## src/cfws_pkg.sv

```systemverilog
// Shared types, codes and constants for the searchable circular FIFO.
`timescale 1ns / 1ps

package cfws_pkg;

  localparam int WORD_W        = 32;
  localparam int DEPTH_DEFAULT = 16;
  localparam int REQ_W         = 2;
  localparam int STATUS_W      = 2;
  localparam int COUNT_OUT_W   = 5;

  localparam logic [REQ_W-1:0] REQ_PUSH   = 2'd0;
  localparam logic [REQ_W-1:0] REQ_POP    = 2'd1;
  localparam logic [REQ_W-1:0] REQ_SEARCH = 2'd2;

  localparam logic [STATUS_W-1:0] STATUS_DONE  = 2'd0;
  localparam logic [STATUS_W-1:0] STATUS_FULL  = 2'd1;
  localparam logic [STATUS_W-1:0] STATUS_EMPTY = 2'd2;

  typedef enum logic [1:0] {
    S_IDLE,
    S_POP_RD,
    S_SCAN,
    S_DONE
  } state_t;

  typedef struct packed {
    logic [REQ_W-1:0]         req_type;
    logic signed [WORD_W-1:0] data_word;
  } req_item_t;

  typedef struct packed {
    logic [STATUS_W-1:0]      status;
    logic                     is_empty;
    logic [COUNT_OUT_W-1:0]   entry_count;
    logic signed [WORD_W-1:0] front_value;
    logic                     found;
    logic [COUNT_OUT_W-1:0]   match_position;
  } rsp_item_t;

endpackage

```

## src/cfws_ram.sv

```systemverilog
// Generic single-write, single-read synchronous RAM with registered read data.
`timescale 1ns / 1ps

module cfws_ram #(
  parameter int WIDTH = cfws_pkg::WORD_W,
  parameter int DEPTH = cfws_pkg::DEPTH_DEFAULT,
  localparam int AW   = (DEPTH > 1) ? $clog2(DEPTH) : 1
) (
  input  logic             clk,
  input  logic             we,
  input  logic [AW-1:0]    waddr,
  input  logic [WIDTH-1:0] wdata,
  input  logic             re,
  input  logic [AW-1:0]    raddr,
  output logic [WIDTH-1:0] rdata
);

  logic [WIDTH-1:0] mem [DEPTH];

  always_ff @(posedge clk) begin
    if (we) begin
      mem[waddr] <= wdata;
    end
    if (re) begin
      rdata <= mem[raddr];
    end
  end

endmodule

```

## src/circular_fifo_with_search_top.sv

```systemverilog
// Top level of the searchable circular FIFO: control, pointers and result register.
//
// Usage:
//   req channel (req_valid / req_stall / req) carries one request per item:
//   push a word, pop the oldest word, or search the stored words for a key.
//   rsp channel (rsp_valid / rsp_stall / rsp) returns exactly one result per
//   request: status, empty flag, entry count, front word, and for a search
//   the found flag and the 1-based position of the first match.
//   Requests are handled one at a time; req_stall is low only while idle.
//   Push, an unused request code, and a pop or search of an empty queue go
//   from idle straight to done; other pops pass a read state first; other
//   searches scan, reading one stored entry per cycle from the entry RAM read
//   port, until a match or the last entry. The next request is accepted the
//   cycle after the result enters the output register, so a stalled receiver
//   holds at most one pending result plus one in the output register.
//   Reset (rst, synchronous) empties the queue and drops any pending result;
//   the entry RAM is not cleared, only pushed entries ever reach a result.
`timescale 1ns / 1ps

module circular_fifo_with_search_top #(
  parameter int DEPTH = cfws_pkg::DEPTH_DEFAULT
) (
  input  logic                clk,
  input  logic                rst,
  input  logic                req_valid,
  output logic                req_stall,
  input  cfws_pkg::req_item_t req,
  output logic                rsp_valid,
  input  logic                rsp_stall,
  output cfws_pkg::rsp_item_t rsp
);

  localparam int IDX_W = (DEPTH > 1) ? $clog2(DEPTH) : 1;
  localparam int CNT_W = $clog2(DEPTH + 1);
  localparam int SUM_W = CNT_W + 1;

  cfws_pkg::state_t state, state_next;

  logic [IDX_W-1:0]              front;
  logic [CNT_W-1:0]              count;
  logic [cfws_pkg::WORD_W-1:0]   front_val;
  logic [cfws_pkg::WORD_W-1:0]   key;
  logic [cfws_pkg::STATUS_W-1:0] status_q;
  logic                          found_q;
  logic [CNT_W-1:0]              pos_q;
  logic [IDX_W-1:0]              scan_addr;
  logic [CNT_W-1:0]              scan_pos;

  logic                          accept;
  logic                          rsp_load;
  logic                          full;
  logic                          scan_hit;
  logic                          scan_last;
  logic [SUM_W-1:0]              tail_sum;
  logic [IDX_W-1:0]              tail;
  logic [IDX_W-1:0]              front_inc;
  logic [IDX_W-1:0]              scan_inc;

  logic                          ram_we;
  logic [IDX_W-1:0]              ram_waddr;
  logic                          ram_re;
  logic [IDX_W-1:0]              ram_raddr;
  logic [cfws_pkg::WORD_W-1:0]   ram_rdata;

  function automatic logic [IDX_W-1:0] wrap_inc(input logic [IDX_W-1:0] a);
    logic [IDX_W-1:0] r;
    if (a == IDX_W'(DEPTH - 1)) begin
      r = '0;
    end else begin
      r = a + 1'b1;
    end
    return r;
  endfunction

  cfws_ram #(
    .WIDTH (cfws_pkg::WORD_W),
    .DEPTH (DEPTH)
  ) u_ram (
    .clk   (clk),
    .we    (ram_we),
    .waddr (ram_waddr),
    .wdata (req.data_word),
    .re    (ram_re),
    .raddr (ram_raddr),
    .rdata (ram_rdata)
  );

  assign accept    = req_valid && !req_stall;
  assign rsp_load  = (state == cfws_pkg::S_DONE) && (!rsp_valid || !rsp_stall);
  assign full      = (count == CNT_W'(DEPTH));
  assign tail_sum  = SUM_W'(front) + SUM_W'(count);
  assign tail      = (tail_sum >= SUM_W'(DEPTH)) ? IDX_W'(tail_sum - SUM_W'(DEPTH))
                                                 : IDX_W'(tail_sum);
  assign front_inc = wrap_inc(front);
  assign scan_inc  = wrap_inc(scan_addr);
  assign scan_hit  = (ram_rdata == key);
  assign scan_last = (CNT_W'(scan_pos + 1'b1) == count);

  always_comb begin
    state_next = state;
    unique case (state)
      cfws_pkg::S_IDLE: begin
        if (accept) begin
          if (req.req_type == cfws_pkg::REQ_POP && count != '0) begin
            state_next = cfws_pkg::S_POP_RD;
          end else if (req.req_type == cfws_pkg::REQ_SEARCH && count != '0) begin
            state_next = cfws_pkg::S_SCAN;
          end else begin
            state_next = cfws_pkg::S_DONE;
          end
        end
      end
      cfws_pkg::S_POP_RD: begin
        state_next = cfws_pkg::S_DONE;
      end
      cfws_pkg::S_SCAN: begin
        if (scan_hit || scan_last) begin
          state_next = cfws_pkg::S_DONE;
        end
      end
      cfws_pkg::S_DONE: begin
        if (rsp_load) begin
          state_next = cfws_pkg::S_IDLE;
        end
      end
      default: state_next = cfws_pkg::S_IDLE;
    endcase
  end

  always_comb begin
    req_stall = 1'b1;
    ram_we    = 1'b0;
    ram_waddr = tail;
    ram_re    = 1'b0;
    ram_raddr = front;
    unique case (state)
      cfws_pkg::S_IDLE: begin
        req_stall = 1'b0;
        if (req_valid) begin
          if (req.req_type == cfws_pkg::REQ_PUSH) begin
            ram_we = !full;
          end else if (req.req_type == cfws_pkg::REQ_POP) begin
            ram_re    = 1'b1;
            ram_raddr = front_inc;
          end else if (req.req_type == cfws_pkg::REQ_SEARCH) begin
            ram_re    = 1'b1;
            ram_raddr = front;
          end
        end
      end
      cfws_pkg::S_SCAN: begin
        ram_re    = 1'b1;
        ram_raddr = scan_inc;
      end
      cfws_pkg::S_POP_RD,
      cfws_pkg::S_DONE: begin
        req_stall = 1'b1;
      end
      default: req_stall = 1'b1;
    endcase
  end

  always_ff @(posedge clk) begin
    if (rst) begin
      state     <= cfws_pkg::S_IDLE;
      front     <= '0;
      count     <= '0;
      rsp_valid <= 1'b0;
    end else begin
      state <= state_next;
      if (accept) begin
        case (req.req_type)
          cfws_pkg::REQ_PUSH: begin
            if (!full) begin
              count <= count + 1'b1;
            end
          end
          cfws_pkg::REQ_POP: begin
            if (count != '0) begin
              count <= count - 1'b1;
              front <= front_inc;
            end
          end
          default: ;
        endcase
      end
      if (rsp_load) begin
        rsp_valid <= 1'b1;
      end else if (!rsp_stall) begin
        rsp_valid <= 1'b0;
      end
    end
  end

  always_ff @(posedge clk) begin
    if (accept) begin
      key       <= req.data_word;
      status_q  <= cfws_pkg::STATUS_DONE;
      found_q   <= 1'b0;
      pos_q     <= '0;
      scan_pos  <= '0;
      scan_addr <= front;
      if (req.req_type == cfws_pkg::REQ_PUSH) begin
        if (full) begin
          status_q <= cfws_pkg::STATUS_FULL;
        end else if (count == '0) begin
          front_val <= req.data_word;
        end
      end else if (req.req_type == cfws_pkg::REQ_POP && count == '0) begin
        status_q <= cfws_pkg::STATUS_EMPTY;
      end
    end
    if (state == cfws_pkg::S_POP_RD) begin
      front_val <= ram_rdata;
    end
    if (state == cfws_pkg::S_SCAN) begin
      if (scan_hit) begin
        found_q <= 1'b1;
        pos_q   <= scan_pos + 1'b1;
      end else begin
        scan_pos  <= scan_pos + 1'b1;
        scan_addr <= scan_inc;
      end
    end
    if (rsp_load) begin
      rsp.status         <= status_q;
      rsp.is_empty       <= (count == '0);
      rsp.entry_count    <= cfws_pkg::COUNT_OUT_W'(count);
      rsp.front_value    <= (count == '0) ? '0 : front_val;
      rsp.found          <= found_q;
      rsp.match_position <= cfws_pkg::COUNT_OUT_W'(pos_q);
    end
  end

`ifndef SYNTHESIS
  a_count_bound: assert property (@(posedge clk) disable iff (rst)
    count <= CNT_W'(DEPTH))
    else $error("entry count above depth");

  a_accept_leaves_idle: assert property (@(posedge clk) disable iff (rst)
    accept |=> state != cfws_pkg::S_IDLE)
    else $error("request accepted without leaving idle");

  a_rsp_from_done: assert property (@(posedge clk) disable iff (rst)
    $rose(rsp_valid) |-> $past(state) == cfws_pkg::S_DONE)
    else $error("result raised outside done state");

  a_scan_in_range: assert property (@(posedge clk) disable iff (rst)
    state == cfws_pkg::S_SCAN |-> scan_pos < count)
    else $error("search walked past stored entries");

  a_push_counts: assert property (@(posedge clk) disable iff (rst)
    (accept && req.req_type == cfws_pkg::REQ_PUSH && !full)
      |=> count == $past(count) + 1'b1)
    else $error("push did not advance entry count");
`endif

endmodule

```

## config.mk

```make
export PLATFORM = sky130hd
export DESIGN_NAME = circular_fifo_with_search_top
export DESIGN_NICKNAME = d
export VERILOG_FILES = /design/src/cfws_pkg.sv /design/src/cfws_ram.sv /design/src/circular_fifo_with_search_top.sv
export SDC_FILE = /design/constraint.sdc
export NUM_CORES = 1
export LEC_CHECK = 0
export CAP_MARGIN = 20
export CORE_MARGIN = 2
export CORE_UTILIZATION = 55
export CTS_BUF_LIST = sky130_fd_sc_hd__clkbuf_4 sky130_fd_sc_hd__clkbuf_8
export CTS_CLUSTER_SIZE = 30
export DETAILED_ROUTE_END_ITERATION = 7
export DONT_BUFFER_PORTS = 1
export PLACE_DENSITY = 0.7
export RECOVER_POWER = 25
export SYNTH_ARGS = -nofsm -noshare
export SYNTH_HDL_FRONTEND = slang
export SYNTH_SLANG_ARGS = --single-unit
export TNS_END_PERCENT = 5
```

## constraint.sdc

```tcl
create_clock -name clk -period 8.9 [get_ports clk]
set_input_delay 1.78 -clock clk [delete_from_list [all_inputs] [get_ports clk]]
set_output_delay 1.78 -clock clk [all_outputs]
set_load 0.05 [all_outputs]
```

==> results of run 1 <==
==> through the flow <==
stage | worst slack (ps) | area, µm² | instances
2_1_floorplan | 3221 | 27070 | 1821
3_3_place_gp | 3378 | 27720 | 2396
3_5_place_dp | 3244 | 27800 | 2399
4_1_cts | 3981 | 29870 | 2594
5_1_grt | 3755 | 29870 | 2594
6_report | 3876 | 29870 | 2594
==> path summary, 6_finish.rpt <==
path                  from           endpoint  slack [ps]  depth (start not counted)
setup / recovery   req[33]    u_ram.rdata[16]        3880                         11
hold / removal    pos_q[2]             rsp[2]         430                          0
setup reg to reg  state[0]  u_ram.mem[12][23]        4560                          8
hold reg to reg   pos_q[2]             rsp[2]         430                          0
==> cells in the final DEF, fill, tap and decap left out, types with 3 or more instances in the layout <==
cell and count:
bufinv_16 3, a22oi_1 65, o22ai_1 32, o21ai_0 12
mux2i_1 9, nand2b_1 5, dfxtp_1 27, buf_16 3
nor2_4 18, a21o_1 5, a221o_1 33, clkinvlp_4 3
clkbuf_4 36, clkbuf_8 107, edfxtp_1 656, a22o_1 66
clkinv_1 31, nand2_1 287, nor2_1 18, a31oi_1 3
mux2_2 37, nand4_1 3, ha_1 15, xor2_1 41
buf_4 25, a21oi_1 226, a21oi_2 39, and2_1 33
clkinv_2 12, xnor2_1 10, nand3_1 13, nor4_1 9
inv_1 9, and3_1 4
==> layer usage <==
metal  up-vias  part of all wire
met5         -                 0
met4         0             0.023
met3       100              0.10
met2       839              0.46
met1      7952              0.41
li1       7004                 -
==> cells by family after synthesis <==
group	count (synthesis)	share of synthesized area
flip-flops	683	0.7475
AO/OA/AOI/OAI	496	0.1224
AND/OR/NAND/NOR	401	0.06271
buffers and inverters	126	0.02329
XOR/XNOR	51	0.01650
multiplexers	46	0.01872
adder cells (fa/ha/maj)	18	0.008873
==> state kept, by name, summed over array words and instances, names as in the netlist <==
signal / count
count: 5
front_val: 32
status_q: 2
rsp: 46
rsp_valid: 1
key: 32
found_q: 1
scan_addr: 4
state: 2
pos_q: 5
front: 4
scan_pos: 5
u_ram.rdata: 32
u_ram.mem: 512
==> worst max-delay path, stage by stage <==
cell     delay, ps
inv_1           40
ha_1           360
and4b_1        420
a22oi_2        280
o21a_4         710
buf_4          590
buf_4          610
a21oi_1        120
a22o_1         280
o22ai_1        150
a221o_1        150
==> area by class of cell <==
cell class / instances / area share
Sequential cell: 683 / 0.6776
Multi-Input combinational cell: 1012 / 0.2138
Clock buffer: 143 / 0.05835
Tap cell: 664 / 0.02782
Clock inverter: 52 / 0.01081
Timing Repair Buffer: 30 / 0.01039
Inverter: 10 / 0.001257
==> power breakdown <==
part	leakage [nW]	total [W]	switching [W]	internal [W]
registers	6.17	0.00414	0.000271	0.00387
clock network	1.09	0.00255	0.00119	0.00136
logic	2.41	0.00189	0.00120	0.000691
total	9.67	0.00858	0.00267	0.00592
==> flow_summary.json, run 1 <==
{
  "fp.dieW_um": 225.9,
  "yosys_warnings": 0,
  "finalPower_w": 0.008582,
  "drtAntennaViolNets": 0,
  "busiest_layer": "met2",
  "hold_buffers": 0,
  "die-area_mm2": 0.05102,
  "antenna_cells": 0,
  "cts_htree_levels": 3,
  "post-route-drc-count": 0,
  "min_path_type": "reg2reg",
  "syn_area_mm2": 0.02707,
  "initial_core_util": 0.5554,
  "finalClockSkew_ps": 21.33,
  "critPathMaxFanout": 51,
  "yosysMostFrequentCell": "edfxtp_1",
  "fillers": 3509,
  "seqCellArea_mm2": 0.02024,
  "grt_pass1_wl_um": 95970,
  "insertion_delay_ps": 710,
  "grt_use_met3": 0.05295,
  "setup_violations": 0,
  "rsz0062_at_grt": "no",
  "peakVddDrop_mv": 0.1392,
  "synth_fp_nets": 1877,
  "hold_viol": 0,
  "synth_flop_cell": "edfxtp_1",
  "grt_overflow": 0,
  "area_growth_syn_to_layout_pct": 10.32,
  "utilization": 0.6127,
  "portBuffers": 0,
  "fp.dieH_um": 225.9,
  "antenna_found_initial": 0,
  "grt_pass1_vias": 15494,
  "hpwlAfterDp_um": 34820,
  "drt_iter0_markers": 1870,
  "layout-drive-gt1-share": 0.1549,
  "ctsResizeCount": 0,
  "num_rows": 81,
  "setup.worst_path.class": "in2reg",
  "clkTransAtPathRegs_ps": 60,
  "fmax_mhz": 199.0,
  "post_cts_buffers": 0,
  "clock_path_buffers": 3,
  "synth_edf_count": 656,
  "grt_use_total": 0.2543,
  "critPathLaunchType": "primary input",
  "dr.pass1.iters": 5,
  "p_per_area_mw_per_mm2": 287.3,
  "use_met2": 0.3881,
  "leakage_nw": 9.666,
  "maxCapViolCount": 0,
  "final_nets": 1897,
  "yosysSeqAreaShare": 0.7475,
  "cts_buffers": 104,
  "num_vias": 15895,
  "vias_per_cell": 6.128,
  "ys_top_cells_by_count": "edfxtp_1, nand2_1, a21oi_1",
  "ys_seq_elements": 683,
  "worstPathArrival_ps": 5590,
  "max_slew_margin": 0.2579,
  "status": "finished, final reports clean",
  "synth_top_area_cell": "edfxtp_1",
  "min_period_over_period": 0.5645,
  "root_buffer": "clkbuf_8",
  "multi_input_area_mm2": 0.006385,
  "synth_top_cell_area_share": 0.7276,
  "grt_max_degree": 201,
  "holdWs_ps": 434.5,
  "slew_violations": 0,
  "synth.area.top_cells": "edfxtp_1, a21oi_1, nand2_1",
  "cp-end-kind": "flop",
  "syn_area_per_cell_um2": 14.87,
  "met1_usage": 0.3638,
  "clock-sinks": 683,
  "routed_wl_um": 63730,
  "required_ps": 9460,
  "min_period_ps": 5024,
  "finalSetupTns_ps": 0,
  "synthArstFlopShare": 0,
  "worstMarginPinSlew_ps": 1113,
  "io-pin-count": 86,
  "gp_congestion": 0.8207,
  "syn_inst": 1821,
  "cts_tree": "built",
  "synth.distinct_cells": 55,
  "wire_per_inst_um": 24.57,
  "core_area_mm2": 0.04875
}
Note: power is estimated with default switching activity, not from simulation.
==> run 2: changes to the inputs <==
==> constraint.sdc (replaced) <==
create_clock -name clk -period 5.1 [get_ports clk]
set_input_delay 1.02 -clock clk [delete_from_list [all_inputs] [get_ports clk]]
set_output_delay 1.02 -clock clk [all_outputs]
set_load 0.05 [all_outputs]
==> run 2 against run 1 <==
Net effect: routed wire length is 1.6% higher; worst hold slack worse by 61 ps; sequential power up 73%; non-clock buffer count up 16; die area unchanged; power rose by 76%; sequential cell count unchanged; clock power grew 77%; register-to-register slack worse by 3300 ps; largest cell class unchanged; largest power group unchanged; highest routed layer unchanged.
==> flow_summary.json, run 2 (synthesized netlist as in run 1, its figures left out) <==
{
  "status": "finished, final reports clean",
  "met1_length_um": 25940,
  "clkTransAtPathRegs_ps": 60,
  "gp_congestion": 0.8587,
  "cp-end-kind": "flop",
  "largest_reg_flops": 512,
  "pwr-share-clk": 0.298,
  "root_buffer": "clkbuf_8",
  "dr.pass1.iters": 5,
  "maxUsedRoutingLayer": "met4",
  "p_seq_frac": 0.474,
  "insertion_delay_ps": 710,
  "layout-drive-gt1-share": 0.1619,
  "die-area_mm2": 0.05102,
  "initial_core_util": 0.5554,
  "top_register": "u_ram.mem",
  "dp_cells": 2415,
  "required_ps": 5490,
  "wl_met3_um": 6433,
  "wl_met2_um": 30650,
  "area_growth_syn_to_layout_pct": 10.88,
  "hpwlAfterDp_um": 35600,
  "antenna_found_initial": 1,
  "vias_per_cell": 6.140,
  "min_period_ps": 3839,
  "fin_cells": 2611,
  "core_area_mm2": 0.04875,
  "grt_use_total": 0.2556,
  "peakVddDrop_mv": 0.2417,
  "wire_per_inst_um": 24.79,
  "finalClockSkew_ps": 38.02,
  "finalSetupTns_ps": 0,
  "holdWs_ps": 373.4,
  "post_cts_buffers": 0,
  "p_sw_frac": 0.3111,
  "grt_max_degree": 100,
  "num_rows": 81,
  "post-route-drc-count": 0,
  "whs_path_depth": 1,
  "finalPower_w": 0.01514,
  "reg_top3": "u_ram.mem x512, rsp x46",
  "ctsResizeCount": 0,
  "setup_violations": 0,
  "cts_htree_levels": 3,
  "final_nets": 1914,
  "io-pin-count": 86,
  "leakage_nw": 9.766,
  "power.switching_w": 0.004711,
  "critPathLaunchType": "flop",
  "internal_power_w": 0.01043,
  "drt_iter0_markers": 2166,
  "cts_buffers": 105,
  "utilization": 0.6158,
  "fp.dieW_um": 225.9,
  "min_period_over_period": 0.7527,
  "p_per_area_mw_per_mm2": 504.3,
  "maxCapViolCount": 0,
  "grt_pass1_vias": 15512,
  "fmax_mhz": 260.5,
  "layout_commonest_cell": "edfxtp_1",
  "fp.dieH_um": 225.9,
  "worstMarginPinSlew_ps": 1180,
  "layout_common_cells": "edfxtp_1, nand2_1, a21oi_1",
  "cts_tree": "built",
  "setup.worst_path.class": "reg2reg",
  "hold_viol": 0,
  "max_slew_margin": 0.2130,
  "rsz0062_at_grt": "no",
  "portBuffers": 0,
  "combPwrFrac": 0.228,
  "num_vias": 16032,
  "drtAntennaViolNets": 0,
  "clock_path_buffers": 3,
  "grt_pass1_wl_um": 95690,
  "r2r_cells": 8,
  "critPathMaxFanout": 20,
  "hold_buffers": 0,
  "slew_violations": 0,
  "grt_overflow": 0,
  "worstPathArrival_ps": 4230,
  "routed_wl_um": 64720,
  "min_path_type": "in2reg",
  "clock-sinks": 683
}
## run 2: area by class of cell
type / count / area [µm²]
diodes: 1 / 2.502
clock buffers: 144 / 1757
clock inverters: 51 / 335.3
fillers: 3603 / 18730
inverters: 10 / 37.54
multi-input cells: 1012 / 6385
flip-flops and latches: 683 / 20240
well taps: 664 / 830.8
repair buffers: 46 / 432.9
## run 2: final timing paths
check	start	slack (ps)	endpoint
worst min register to register	status_q[0]	420	rsp[44]
worst max register to register	state[0]	1260	u_ram.mem[3][20]
worst max-delay path	state[0]	1260	u_ram.mem[3][20]
worst min-delay path	rst	370	front[3]
## run 2: metal layers
metal,GRT usage,vias to the layer above
met3,0.05191,130
met5,0,-
met2,0.4003,900
met1,0.3597,7961
li1,-,7041
met4,0.08908,0
## run 2: power groups by stage
stage / Combinational [W] / Sequential, W / Clock (W)
after floorplan: 0.00250 / 0.00718 / 0
after global placement: 0.00334 / 0.00728 / 0
after detailed placement: 0.00340 / 0.00729 / 0
after CTS: 0.00342 / 0.00717 / 0.00458
after global routing: 0.00372 / 0.00721 / 0.00480
final: 0.00345 / 0.00718 / 0.00451
## run 2: critical path, cell delays in order (launching register included)
cell and delay (ps):
dfxtp_1 340, inv_1 100, ha_1 350, nand2_1 460, inv_2 500, and3_1 250, nand3_1 310, nor2_4 870
buf_4 320
## run 2: through the flow
step	setup WS, ps	area, µm²
final	1261	30020
after global routing	1021	30020
after CTS	1272	30020
after detailed placement	1007	27930
after global placement	1079	27930
after floorplan	180.8	27070
